## src/rtl/core/ubxack_pkg.sv

```systemverilog
// shared types and constants for the acknowledgement frame matcher
package ubxack_pkg;

    localparam int unsigned FRAME_LEN     = 10;
    localparam int unsigned POS_W         = 4;
    localparam int unsigned ELAPSED_W     = 17;
    localparam int unsigned CFG_DATA_W    = 16;
    localparam int unsigned CFG_INDEX_W   = 2;

    localparam logic [7:0] SYNC_FIRST      = 8'hB5;
    localparam logic [7:0] SYNC_SECOND     = 8'h62;
    localparam logic [7:0] ACK_CLASS_CODE  = 8'h05;
    localparam logic [7:0] ACK_ID_CODE     = 8'h01;
    localparam logic [7:0] ACK_PAYLOAD_LEN = 8'h02;
    localparam logic [7:0] ACK_LEN_HIGH    = 8'h00;

    localparam logic [7:0]  ACK_CLASS_RESET  = 8'd6;
    localparam logic [7:0]  ACK_ID_RESET     = 8'd36;
    localparam logic [15:0] TIMEOUT_MS_RESET = 16'd5000;

    // sums of the fixed body bytes, used to form the checksum bytes
    localparam logic [7:0] CKA_BASE = 8'd8;
    localparam logic [7:0] CKB_BASE = 8'd43;

    typedef enum logic [1:0] {
        KIND_START = 2'd0,
        KIND_BYTE  = 2'd1,
        KIND_TICK  = 2'd2
    } kind_t;

    typedef enum logic [1:0] {
        ST_IDLE    = 2'd0,
        ST_WAITING = 2'd1,
        ST_ACKED   = 2'd2,
        ST_TIMEOUT = 2'd3
    } status_t;

    typedef enum logic [CFG_INDEX_W-1:0] {
        REG_ACK_CLASS  = 2'd0,
        REG_ACK_ID     = 2'd1,
        REG_TIMEOUT_MS = 2'd2
    } reg_index_t;

endpackage

```

## src/rtl/core/ubx_ack_sequence_matcher_unit.sv

```systemverilog
// Acknowledgement frame matcher: watches received bytes for a 10-byte ack
// frame for the configured class and id, and counts millisecond ticks against
// timeout_ms. Every transfer in (start, byte or tick) yields exactly one result
// with the status and match count after that item. One item per clock cycle is
// sustained while out_stall is low: an item waits in the input register, then
// the single compare and counter update loads the result register that drives
// result valid. The expected class, id and checksum bytes follow the
// configuration registers as they are at each byte.
module ubx_ack_sequence_matcher_unit
    import ubxack_pkg::*;
(
    input  logic                   clk,
    input  logic                   rst_n,
    input  logic                   cfg_write,
    input  logic [CFG_INDEX_W-1:0] cfg_index,
    input  logic [CFG_DATA_W-1:0]  cfg_data,
    input  logic                   in_valid,
    output logic                   in_stall,
    input  logic [1:0]             kind,
    input  logic [7:0]             data_byte,
    output logic                   out_valid,
    input  logic                   out_stall,
    output logic [1:0]             status,
    output logic [3:0]             match_count
);

    logic [7:0]  ack_class_reg;
    logic [7:0]  ack_id_reg;
    logic [15:0] timeout_ms_reg;

    logic        in_vld_reg;
    logic [1:0]  kind_reg;
    logic [7:0]  byte_reg;

    logic                 out_vld_reg;
    status_t              out_status_reg;
    logic [POS_W-1:0]     out_count_reg;

    status_t              status_reg;
    status_t              status_next;
    logic [POS_W-1:0]     pos_reg;
    logic [POS_W-1:0]     pos_next;
    logic [ELAPSED_W-1:0] elapsed_reg;
    logic [ELAPSED_W-1:0] elapsed_next;
    logic [ELAPSED_W-1:0] elapsed_inc;

    logic       out_free;
    logic       advance;
    logic       in_take;
    logic [7:0] cka;
    logic [7:0] ckb;
    logic [7:0] expected;
    logic       byte_hit;

    assign out_free = !out_vld_reg || !out_stall;
    assign advance  = in_vld_reg && out_free;
    assign in_stall = in_vld_reg && !out_free;
    assign in_take  = in_valid && !in_stall;

    assign out_valid   = out_vld_reg;
    assign status      = out_status_reg;
    assign match_count = out_count_reg;

    // fletcher sums over 05 01 02 00 class id reduce to these two adds
    assign cka = CKA_BASE + ack_class_reg + ack_id_reg;
    assign ckb = CKB_BASE + {ack_class_reg[6:0], 1'b0} + ack_id_reg;

    always_comb
    begin
        case (pos_reg)
            4'd0:    expected = SYNC_FIRST;
            4'd1:    expected = SYNC_SECOND;
            4'd2:    expected = ACK_CLASS_CODE;
            4'd3:    expected = ACK_ID_CODE;
            4'd4:    expected = ACK_PAYLOAD_LEN;
            4'd5:    expected = ACK_LEN_HIGH;
            4'd6:    expected = ack_class_reg;
            4'd7:    expected = ack_id_reg;
            4'd8:    expected = cka;
            4'd9:    expected = ckb;
            default: expected = SYNC_FIRST;
        endcase
    end

    assign byte_hit = (pos_reg < POS_W'(FRAME_LEN)) && (byte_reg == expected);
    assign elapsed_inc = (elapsed_reg == {ELAPSED_W{1'b1}}) ?
                         elapsed_reg : elapsed_reg + ELAPSED_W'(1);

    // next state for the item in the input register
    always_comb
    begin
        status_next  = status_reg;
        pos_next     = pos_reg;
        elapsed_next = elapsed_reg;
        case (kind_reg)
            KIND_START:
            begin
                status_next  = ST_WAITING;
                pos_next     = '0;
                elapsed_next = '0;
            end
            KIND_BYTE:
            begin
                if (status_reg == ST_WAITING)
                begin
                    if (byte_hit)
                    begin
                        pos_next = pos_reg + POS_W'(1);
                        if (pos_reg == POS_W'(FRAME_LEN - 1))
                            status_next = ST_ACKED;
                    end
                    else if (byte_reg == SYNC_FIRST)
                        pos_next = POS_W'(1);
                    else
                        pos_next = '0;
                end
            end
            KIND_TICK:
            begin
                if (status_reg == ST_WAITING)
                begin
                    elapsed_next = elapsed_inc;
                    if (elapsed_inc > {1'b0, timeout_ms_reg})
                        status_next = ST_TIMEOUT;
                end
            end
            default:
            begin
                status_next = status_reg;
            end
        endcase
    end

    always_ff @(posedge clk or negedge rst_n)
    begin
        if (!rst_n)
        begin
            ack_class_reg  <= ACK_CLASS_RESET;
            ack_id_reg     <= ACK_ID_RESET;
            timeout_ms_reg <= TIMEOUT_MS_RESET;
        end
        else if (cfg_write)
        begin
            case (cfg_index)
                REG_ACK_CLASS:  ack_class_reg  <= cfg_data[7:0];
                REG_ACK_ID:     ack_id_reg     <= cfg_data[7:0];
                REG_TIMEOUT_MS: timeout_ms_reg <= cfg_data;
                default:        ack_class_reg  <= ack_class_reg;
            endcase
        end
    end

    always_ff @(posedge clk or negedge rst_n)
    begin
        if (!rst_n)
        begin
            in_vld_reg     <= 1'b0;
            out_vld_reg    <= 1'b0;
            out_status_reg <= ST_IDLE;
            out_count_reg  <= '0;
            status_reg     <= ST_IDLE;
            pos_reg        <= '0;
            elapsed_reg    <= '0;
        end
        else
        begin
            if (in_take)
                in_vld_reg <= 1'b1;
            else if (advance)
                in_vld_reg <= 1'b0;

            if (advance)
            begin
                out_vld_reg    <= 1'b1;
                out_status_reg <= status_next;
                out_count_reg  <= pos_next;
                status_reg     <= status_next;
                pos_reg        <= pos_next;
                elapsed_reg    <= elapsed_next;
            end
            else if (out_free)
                out_vld_reg <= 1'b0;
        end
    end

    // payload of the input register
    always_ff @(posedge clk)
    begin
        if (in_take)
        begin
            kind_reg <= kind;
            byte_reg <= data_byte;
        end
    end

endmodule
```

## config.mk

```make
export PLATFORM = sky130hd
export DESIGN_NAME = ubx_ack_sequence_matcher_unit
export DESIGN_NICKNAME = d
export VERILOG_FILES = /design/src/rtl/core/ubxack_pkg.sv /design/src/rtl/core/ubx_ack_sequence_matcher_unit.sv
export SDC_FILE = /design/constraint.sdc
export NUM_CORES = 1
export LEC_CHECK = 0
export BUFFER_PORTS_ARGS = -buffer_cell sky130_fd_sc_hd__buf_4
export CORE_MARGIN = 10
export CORE_UTILIZATION = 50
export DETAILED_ROUTE_END_ITERATION = 16
export PLACE_DENSITY = 0.69
export SLEW_MARGIN = 15
export SYNTH_ARGS = -nofsm -noshare
export SYNTH_HDL_FRONTEND = slang
export SYNTH_SLANG_ARGS = --single-unit
```

## constraint.sdc

```tcl
create_clock -name clk -period 11.75 [get_ports clk]
set_input_delay 2.35 -clock clk [delete_from_list [all_inputs] [get_ports clk]]
set_output_delay 2.35 -clock clk [all_outputs]
set_load 0.005 [all_outputs]
```

# Word level (Yosys, flattened, before mapping)

Index checks and enable logic that the tools add are counted.
Widths: inputs -> output; s select.

Logic and storage cells: 80
Flip-flop bits (word level): 67
Input bits: 33

Mux-type cells: 18
Equality and inequality tests: 22
Magnitude comparators: 2
Reductions and logical operators: 22
Add/subtract/negate cells: 6

Operator list:

| kind                  | count |
|---|---|
| $pmux 8 s9            | 1 |
| $mux 17               | 2 |
| $pmux 17 s2           | 1 |
| $add 17x1->17 const B | 1 |
| $eq 17x17->1 const B  | 1 |
| $gt 17x16->1          | 1 |
| $add 8x8->8           | 2 |
| $eq 4x3->1 const B    | 4 |
| $mux 2                | 5 |
| $ne 2x2->1 const B    | 5 |
| $add 4x8->8 const A   | 1 |
| $add 6x8->8 const A   | 1 |
| $eq 4x2->1 const B    | 2 |
| $eq 4x4->1 const B    | 2 |
| $eq 8x8->1            | 1 |
| $eq 8x8->1 const B    | 1 |
| $mux 4                | 2 |
| $pmux 4 s2            | 1 |
| $reduce_bool 2->1     | 4 |
| $reduce_and 7->1      | 1 |
| $eq 2x1->1 const B    | 3 |
| $pmux 2 s3            | 1 |
| $reduce_and 2->1      | 3 |
| $reduce_and 3->1      | 2 |
| other kinds (10)      | 22 |

# Depth between registers and ports, before layout

Gate-level depths: netlist of the first run.

Word-level depth: 8
Gate-level depth with buffers: 17
Gate-level depth less buffers: 17

# Worst setup path after synthesis of the first run

OpenSTA, ideal clock, no wires.

Path kind: input-to-output
From: input out_stall
To: output in_stall
Slack: 6905 ps
Arrival time: 2495 ps
Path buffers: 0
Cell stages on the path: 2
Cell sequence: nand3_1 -> inv_1

Word-level cells in the longest chain between the ends: 4

RTL lines:

| what              | RTL line                            | text |
|---|---|---|
| from (decl)       | ubx_ack_sequence_matcher_unit.sv:22 | `input logic out_stall,` |
| $logic_not 1->1   | ubx_ack_sequence_matcher_unit.sv:55 | `assign out_free = !out_vld_reg \|\| !out_stall;` |
| $logic_or 1x1->1  | ubx_ack_sequence_matcher_unit.sv:55 |  |
| $logic_not 1->1   | ubx_ack_sequence_matcher_unit.sv:57 | `assign in_stall = in_vld_reg && !out_free;` |
| $logic_and 1x1->1 | ubx_ack_sequence_matcher_unit.sv:57 |  |
| to (decl)         | ubx_ack_sequence_matcher_unit.sv:18 | `output logic in_stall,` |

No other way between the ends.

# Final worst setup path of the first run

Ends and elaborated chain as after synthesis.

==> reports/qor.csv, run 1 <==
stage,metric,value,unit
critical_path,startpoint_type,input pin,
global_route,grt_max_degree,58,
timing,fin_crit_sh,0.432,
power,ir_drop,0.0000717,V
global_route,grt_pass1_wl,17600,um
logic_synthesis,post_synth_num_cell_types,62,
global_route,grtUsageTotal,0.162,
drt,via_per_inst,5.79,
clock_tree,cts_buffers,9,
die,dieHeight,116,um
clock_tree,post_cts_buffers,0,
die,initial_core_util,0.508,
critical_path,crit_required,9.40,ns
worst_hold_path,hold_class,reg -> reg,
clock_tree,cts_sinks,67,
drt,firstDrtPassIters,6,
clock_tree,h-tree-depth,3,
logic_synthesis,yosysWarnings,0,
timing,maxSlewViolCount,0,
drt,vias,3606,
clock_tree,hold_buffers,0,
drt,finalWirelength,10400,um
timing,setup_tns,0,ns
layout,area_growth,12.6,%
drt,drtAntennaViolNets,0,
logic_synthesis,synth_nets,552,
die,coreArea,0.00915,mm2
drt,wl_met1,5060,um
critical_path,path_class,in -> out,
clock_tree,cts_tree,yes,
placed_design,dp_hpwl,7800,um
drt,met2_length,4620,um
drt,route.met3.wl,602,um
logic_synthesis,async_flop_share,0.851,
placed_design,place.port_buffers,40,
logic_synthesis,synth_edf_count,10,
timing,post-route-min-period,5.08,ns
logic_synthesis,seq_area_frac_synth,0.374,
timing,setup_viol,0,
drt,drt_iter0_drc,253,
timing,slew_headroom,0.418,
job,cap_violations,0,
global_route,overflow,0,
timing,whs,0.495,ns
drt,topRoutingLayerUsed,met4,
clock_tree,root_buffer,clkbuf_8,
die,dieArea,0.0136,mm2
layout,layout.nets,593,
die,num_rows,35,
critical_path,endpoint_kind,output pin,
power,p_leak,0.00239,uW
logic_synthesis,syn_area,0.00465,mm2
global_route,antenna_found_initial,0,
run_status,status,finished clean,
timing,hold_viol,0,
timing,rsz0062_at_grt,no,
clock_tree,clk_latency,0.35,ns
layout,n_antenna_cell,0,
clock_tree,clockBufferDepth,2,
placed_design,gp_congestion,0.855,
logic_synthesis,avgSynthCellArea,9.98,um2
timing,tightest_slew,0.871,ns
clock_tree,clkTransAtPathRegs,0.07,ns
layout,largest_reg_flops,17,
power,power_density,140,mW/mm2
timing,clock_skew,0.0142,ns
drt,wl_per_cell,16.7,um
critical_path,crit_path_max_fanout,3,
global_route,grt_pass1_vias,3681,
logic_synthesis,ys_ff_latch,67,
die,ioPinCount,41,
logic_synthesis,syn_inst,466,
timing,max_freq,197,MHz
critical_path,arrival,2.73,ns
die,fp.dieW,116,um
drt,drc,0,
clock_tree,cts.repair.resized,0,
layout,layout-drive-gt1-share,0.209,
logic_synthesis,synth_flop_cell,dfrtp_1,
==> power breakdown <==
group | internal (uW) | switching (uW) | total [uW]
logic | 124 | 132 | 256
registers | 271 | 28.4 | 299
clock network | 86.6 | 90.4 | 177
total | 482 | 251 | 732
==> worst paths after layout <==
path | cells past startpoint | start | slack [ns] | to
hold / removal | 1 | in_vld_reg | 0.50 | out_valid
max in group asynchronous | 1 | rst_n | 9.21 | status_reg[0]
hold reg to reg | 1 | in_vld_reg | 0.50 | out_valid
setup reg to reg | 16 | elapsed_reg[0] | 7.34 | status_reg[1]
setup / recovery | 4 | out_stall | 6.67 | in_stall
min in group asynchronous | 1 | rst_n | 2.04 | timeout_ms_reg[6]
==> worst max-delay path, cell delays in order <==
cell	delay (ns)
buf_4	0.11
nand3_1	0.09
inv_1	0.05
buf_4	0.13
==> cell type report <==
class / count / area [um2]
tap: 111 / 139
timing repair buffer: 42 / 315
inverter: 46 / 173
clock inverter: 5 / 27.5
clock buffer: 11 / 151
multi-input combinational: 341 / 2690
sequential: 67 / 1740
fill: 790 / 3920
==> cells in the final DEF (no fill, tap or decap), types with 3 or more instances in the layout <==
cell type / n
nor3_1: 6
nor2_1: 17
ha_1: 51
clkinv_2: 4
nand2b_1: 12
edfxtp_1: 10
o31ai_1: 4
and3_1: 9
nand2_1: 29
a32o_1: 7
inv_1: 46
buf_4: 42
dfrtp_1: 48
o21ai_0: 28
a21oi_1: 17
o21a_1: 3
o21bai_1: 5
nor3b_1: 4
clkbuf_8: 11
a21o_1: 3
a22oi_1: 4
o22ai_1: 4
nand4_1: 4
a211oi_1: 7
mux2_2: 31
nand3_1: 14
dfstp_2: 9
a31oi_1: 4
xor2_1: 12
nand3b_1: 4
xnor2_1: 21
==> stage by stage <==
step | util | instances | setup WS (ns) | power (uW) | area, um2
after global placement | 0.552 | 607 | 6.68 | 547 | 5050
after CTS | 0.572 | 623 | 6.67 | 735 | 5230
final | 0.572 | 623 | 6.67 | 732 | 5240
after floorplan | - | 466 | 6.91 | 481 | 4650
after global routing | 0.572 | 623 | 6.62 | 791 | 5240
after detailed placement | 0.552 | 607 | 6.67 | 556 | 5050
==> Yosys cell counts (12+ instances only) <==
library cell  instances  area, um2
a21oi_1              17       85.1
dfrtp_1              48       1200
ha_1                 51        638
inv_1                46        173
mux2_2               31        349
nand2_1              29        109
nand2b_1             12       75.1
nand3_1              14       70.1
nor2_1               17       63.8
o21ai_0              28        140
xnor2_1              21        184
xor2_1               12        105
==> routing by layer <==
layer,track usage,up-vias
li1,-,1769
met1,0.222,1741
met2,0.250,89
met3,0.0401,7
met4,0.0417,0
met5,0,-
==> kinds of logic (layout without fill, tap and decap cells) <==
kind of cell    count (synthesis)  count (layout)  share of synthesized area
compound gates                110             110                      0.163
xor+xnor                       33              33                     0.0622
fa+ha+maj                      53              53                      0.146
buf+inv                        58             104                     0.0479
flops                          67              67                      0.374
mux                            34              34                     0.0818
simple gates                  111             111                      0.126
(Power assumes the default switching activity.)
==> run 2, diff against run 1 <==
--- a/config.mk
+++ b/config.mk
@@ -9,7 +9,7 @@
 export CORE_MARGIN = 10
 export CORE_UTILIZATION = 50
 export DETAILED_ROUTE_END_ITERATION = 16
-export PLACE_DENSITY = 0.69
+export PLACE_DENSITY = 0.71
 export SLEW_MARGIN = 15
 export SYNTH_ARGS = -nofsm -noshare
 export SYNTH_HDL_FRONTEND = slang
==> constraint.sdc (replaced) <==
create_clock -name clk -period 4.61 [get_ports clk]
set_input_delay 0.922 -clock clk [delete_from_list [all_inputs] [get_ports clk]]
set_output_delay 0.922 -clock clk [all_outputs]
set_load 0.005 [all_outputs]
==> reports/qor.csv, run 2 (synthesized netlist as in run 1, its figures left out) <==
stage,metric,value,unit,change
layout,n_fill_cell,811,,+2.7%
critical_path,r2r_setup_slack,0.41,ns,-6.93 ns
critical_path,cp_slowest_cell,nor3b_1,,
job,cap_violations,0,,unchanged
clock_tree,h-tree-depth,3,,unchanged
drt,wl_per_cell,16.5,um,-0.73%
timing,setup_viol,0,,unchanged
timing,max_freq,238,MHz,
die,dieHeight,116,um,unchanged
drt,via_per_inst,5.79,,+0.10%
power,p_clk_frac,0.262,,+0.020
critical_path,arrival,4.42,ns,+1.69 ns
clock_tree,clkTransAtPathRegs,0.08,ns,about the same
drt,finalWirelength,10300,um,-0.25%
timing,fin_crit_sh,0.912,,
layout,final_cell_mix,"ha_1, dfrtp_1, inv_1",,
critical_path,path_buf_inv,0,,-3
critical_path,endpoint_kind,flip-flop,,
power,p_total,1920,uW,+160%
power,ir_drop,0.000190,V,+160%
drt,drc,0,,unchanged
die,ioPinCount,41,,unchanged
clock_tree,cts_buffers,9,,unchanged
power,p_leak,0.00240,uW,+0.55%
clock_tree,hold_buffers,0,,unchanged
critical_path,r2r-end,status_reg[1],,
timing,post-route-min-period,4.20,ns,
power,p_comb_frac,0.340,,-0.010
critical_path,crit_required,4.83,ns,-4.57 ns
timing,setup_tns,0,ns,unchanged
layout,multiInputGateArea,0.00269,mm2,-0.14%
layout,ff_latch_area,0.00174,mm2,unchanged
power,power_density,363,mW/mm2,+160%
timing,tightest_slew,1.12,ns,+0.251 ns
layout,final_common_cell,ha_1,,
worst_hold_path,hold_class,reg -> reg,,
critical_path,path_class,reg -> reg,,
run_status,status,finished clean,,
clock_tree,root_buffer,clkbuf_8,,
layout,largest_reg_flops,17,,unchanged
worst_hold_path,min_to,timeout_ms_reg[14],,
drt,vias,3627,,+0.58%
layout,area_growth,13.6,%,
worst_hold_path,worstHoldPathCells,1,,unchanged
critical_path,path_cells,ha_1 > nand2_1 > nor3_1 > nand4_1 > nor3b_1 > nand3_1 > xnor2_1 > ha_1 > nand3_1 > nand2_1 > a2111oi_0 > o221ai_1 > a31oi_1 > o21ai_0 > and3b_2 > mux2_1,,
global_route,antenna_found_initial,0,,unchanged
drt,drt_iter0_drc,228,,-9.9%
power,swShare,0.336,,-0.00689
critical_path,path_delay_family,simple AND/OR/NAND/NOR gates,,
clock_tree,clk_latency,0.34,ns,about the same
clock_tree,cts.repair.resized,0,,unchanged
die,coreArea,0.00915,mm2,unchanged
critical_path,r2r_cells,16,,unchanged
layout,n_antenna_cell,0,,unchanged
timing,slew_headroom,0.247,,-0.170
layout,layout-drive-gt1-share,0.210,,+0.000724
drt,drtAntennaViolNets,0,,unchanged
global_route,overflow,0,,unchanged
critical_path,crit_path_max_fanout,8,,+5
power,p_seq_frac,0.398,,-0.010
clock_tree,clockBufferDepth,2,,unchanged
placed_design,gp_congestion,0.883,,+3.4%
placed_design,dp_hpwl,7800,um,about the same
placed_design,place.port_buffers,40,,unchanged
power,p_switching,643,uW,+160%
die,num_rows,35,,unchanged
critical_path,slowest_delay,0.62,ns,+0.49 ns
die,dieArea,0.0136,mm2,unchanged
clock_tree,cts_sinks,67,,unchanged
drt,firstDrtPassIters,4,,-2
power,intPower,1270,uW,+160%
global_route,grt_pass1_wl,17300,um,-1.6%
global_route,grt_max_degree,58,,unchanged
critical_path,r2r_start,elapsed_reg[0],,
die,initial_core_util,0.508,,unchanged
timing,hold_viol,0,,unchanged
timing,rsz0062_at_grt,no,,
die,fp.dieW,116,um,unchanged
layout,layout.nets,596,,+0.51%
global_route,grt_pass1_vias,3645,,-0.98%
critical_path,startpoint_type,flip-flop,,
worst_hold_path,hold_start,timeout_ms_reg[14],,
global_route,grtUsageTotal,0.159,,-0.00323
clock_tree,post_cts_buffers,0,,unchanged
clock_tree,cts_tree,yes,,
timing,clock_skew,0.0141,ns,-0.000139 ns
timing,maxSlewViolCount,0,,unchanged
## run 2: cell count changes in the layout (fill, tap and decap cells not counted)
cell / previous run / this run
bufinv_16: 0 / 1
o21ai_2: 2 / 1
clkinv_4: 0 / 1
o21ai_1: 2 / 3
clkinv_2: 4 / 0
clkbuf_8: 11 / 10
buf_4: 42 / 45
clkinvlp_4: 1 / 2
inv_6: 0 / 1
clkbuf_1: 0 / 1
## run 2: worst max path at each step
stage,start,end,slack (ns),depth (start not counted)
after floorplan,elapsed_reg[3],status_reg[1],0.91,16
after global placement,elapsed_reg[0],status_reg[1],0.62,16
after detailed placement,elapsed_reg[3],status_reg[1],0.48,16
after CTS,elapsed_reg[0],status_reg[1],0.46,16
after global routing,elapsed_reg[0],status_reg[1],0.11,16
final,elapsed_reg[0],status_reg[1],0.41,16
## run 2: metal layers
metal / GRT usage / wire length, um / vias to the layer above
met5: 0 / 0 / -
met4: 0.0392 / 91 / 0
met3: 0.0324 / 555 / 10
met2: 0.252 / 4670 / 98
met1: 0.216 / 5040 / 1746
li1: - / - / 1773
## run 2: area by class of cell
class,instances,area share
Inverter,46,0.0327
Clock inverter,5,0.0118
Multi-Input combinational cell,341,0.509
Clock buffer,11,0.0268
Tap cell,111,0.0263
Sequential cell,67,0.329
Timing Repair Buffer,45,0.0640
## run 2: per-stage QoR
stage	hold slack (ns)	instances	instance area, um2	utilization	worst slack, ns
6_report	0.510	626	5280	0.577	0.405
4_1_cts	0.514	623	5260	0.574	0.462
3_5_place_dp	0.494	607	5050	0.552	0.485
2_1_floorplan	0.457	466	4650	-	0.909
5_1_grt	0.539	626	5280	0.577	0.114
3_3_place_gp	0.481	607	5050	0.552	0.621
## run 2: power by group through the flow
stage	logic [uW]	clock network, uW	registers (uW)
after floorplan	480	0	747
after global placement	627	0	768
after detailed placement	637	0	773
after CTS	650	510	762
after global routing	740	543	773
final	650	503	762
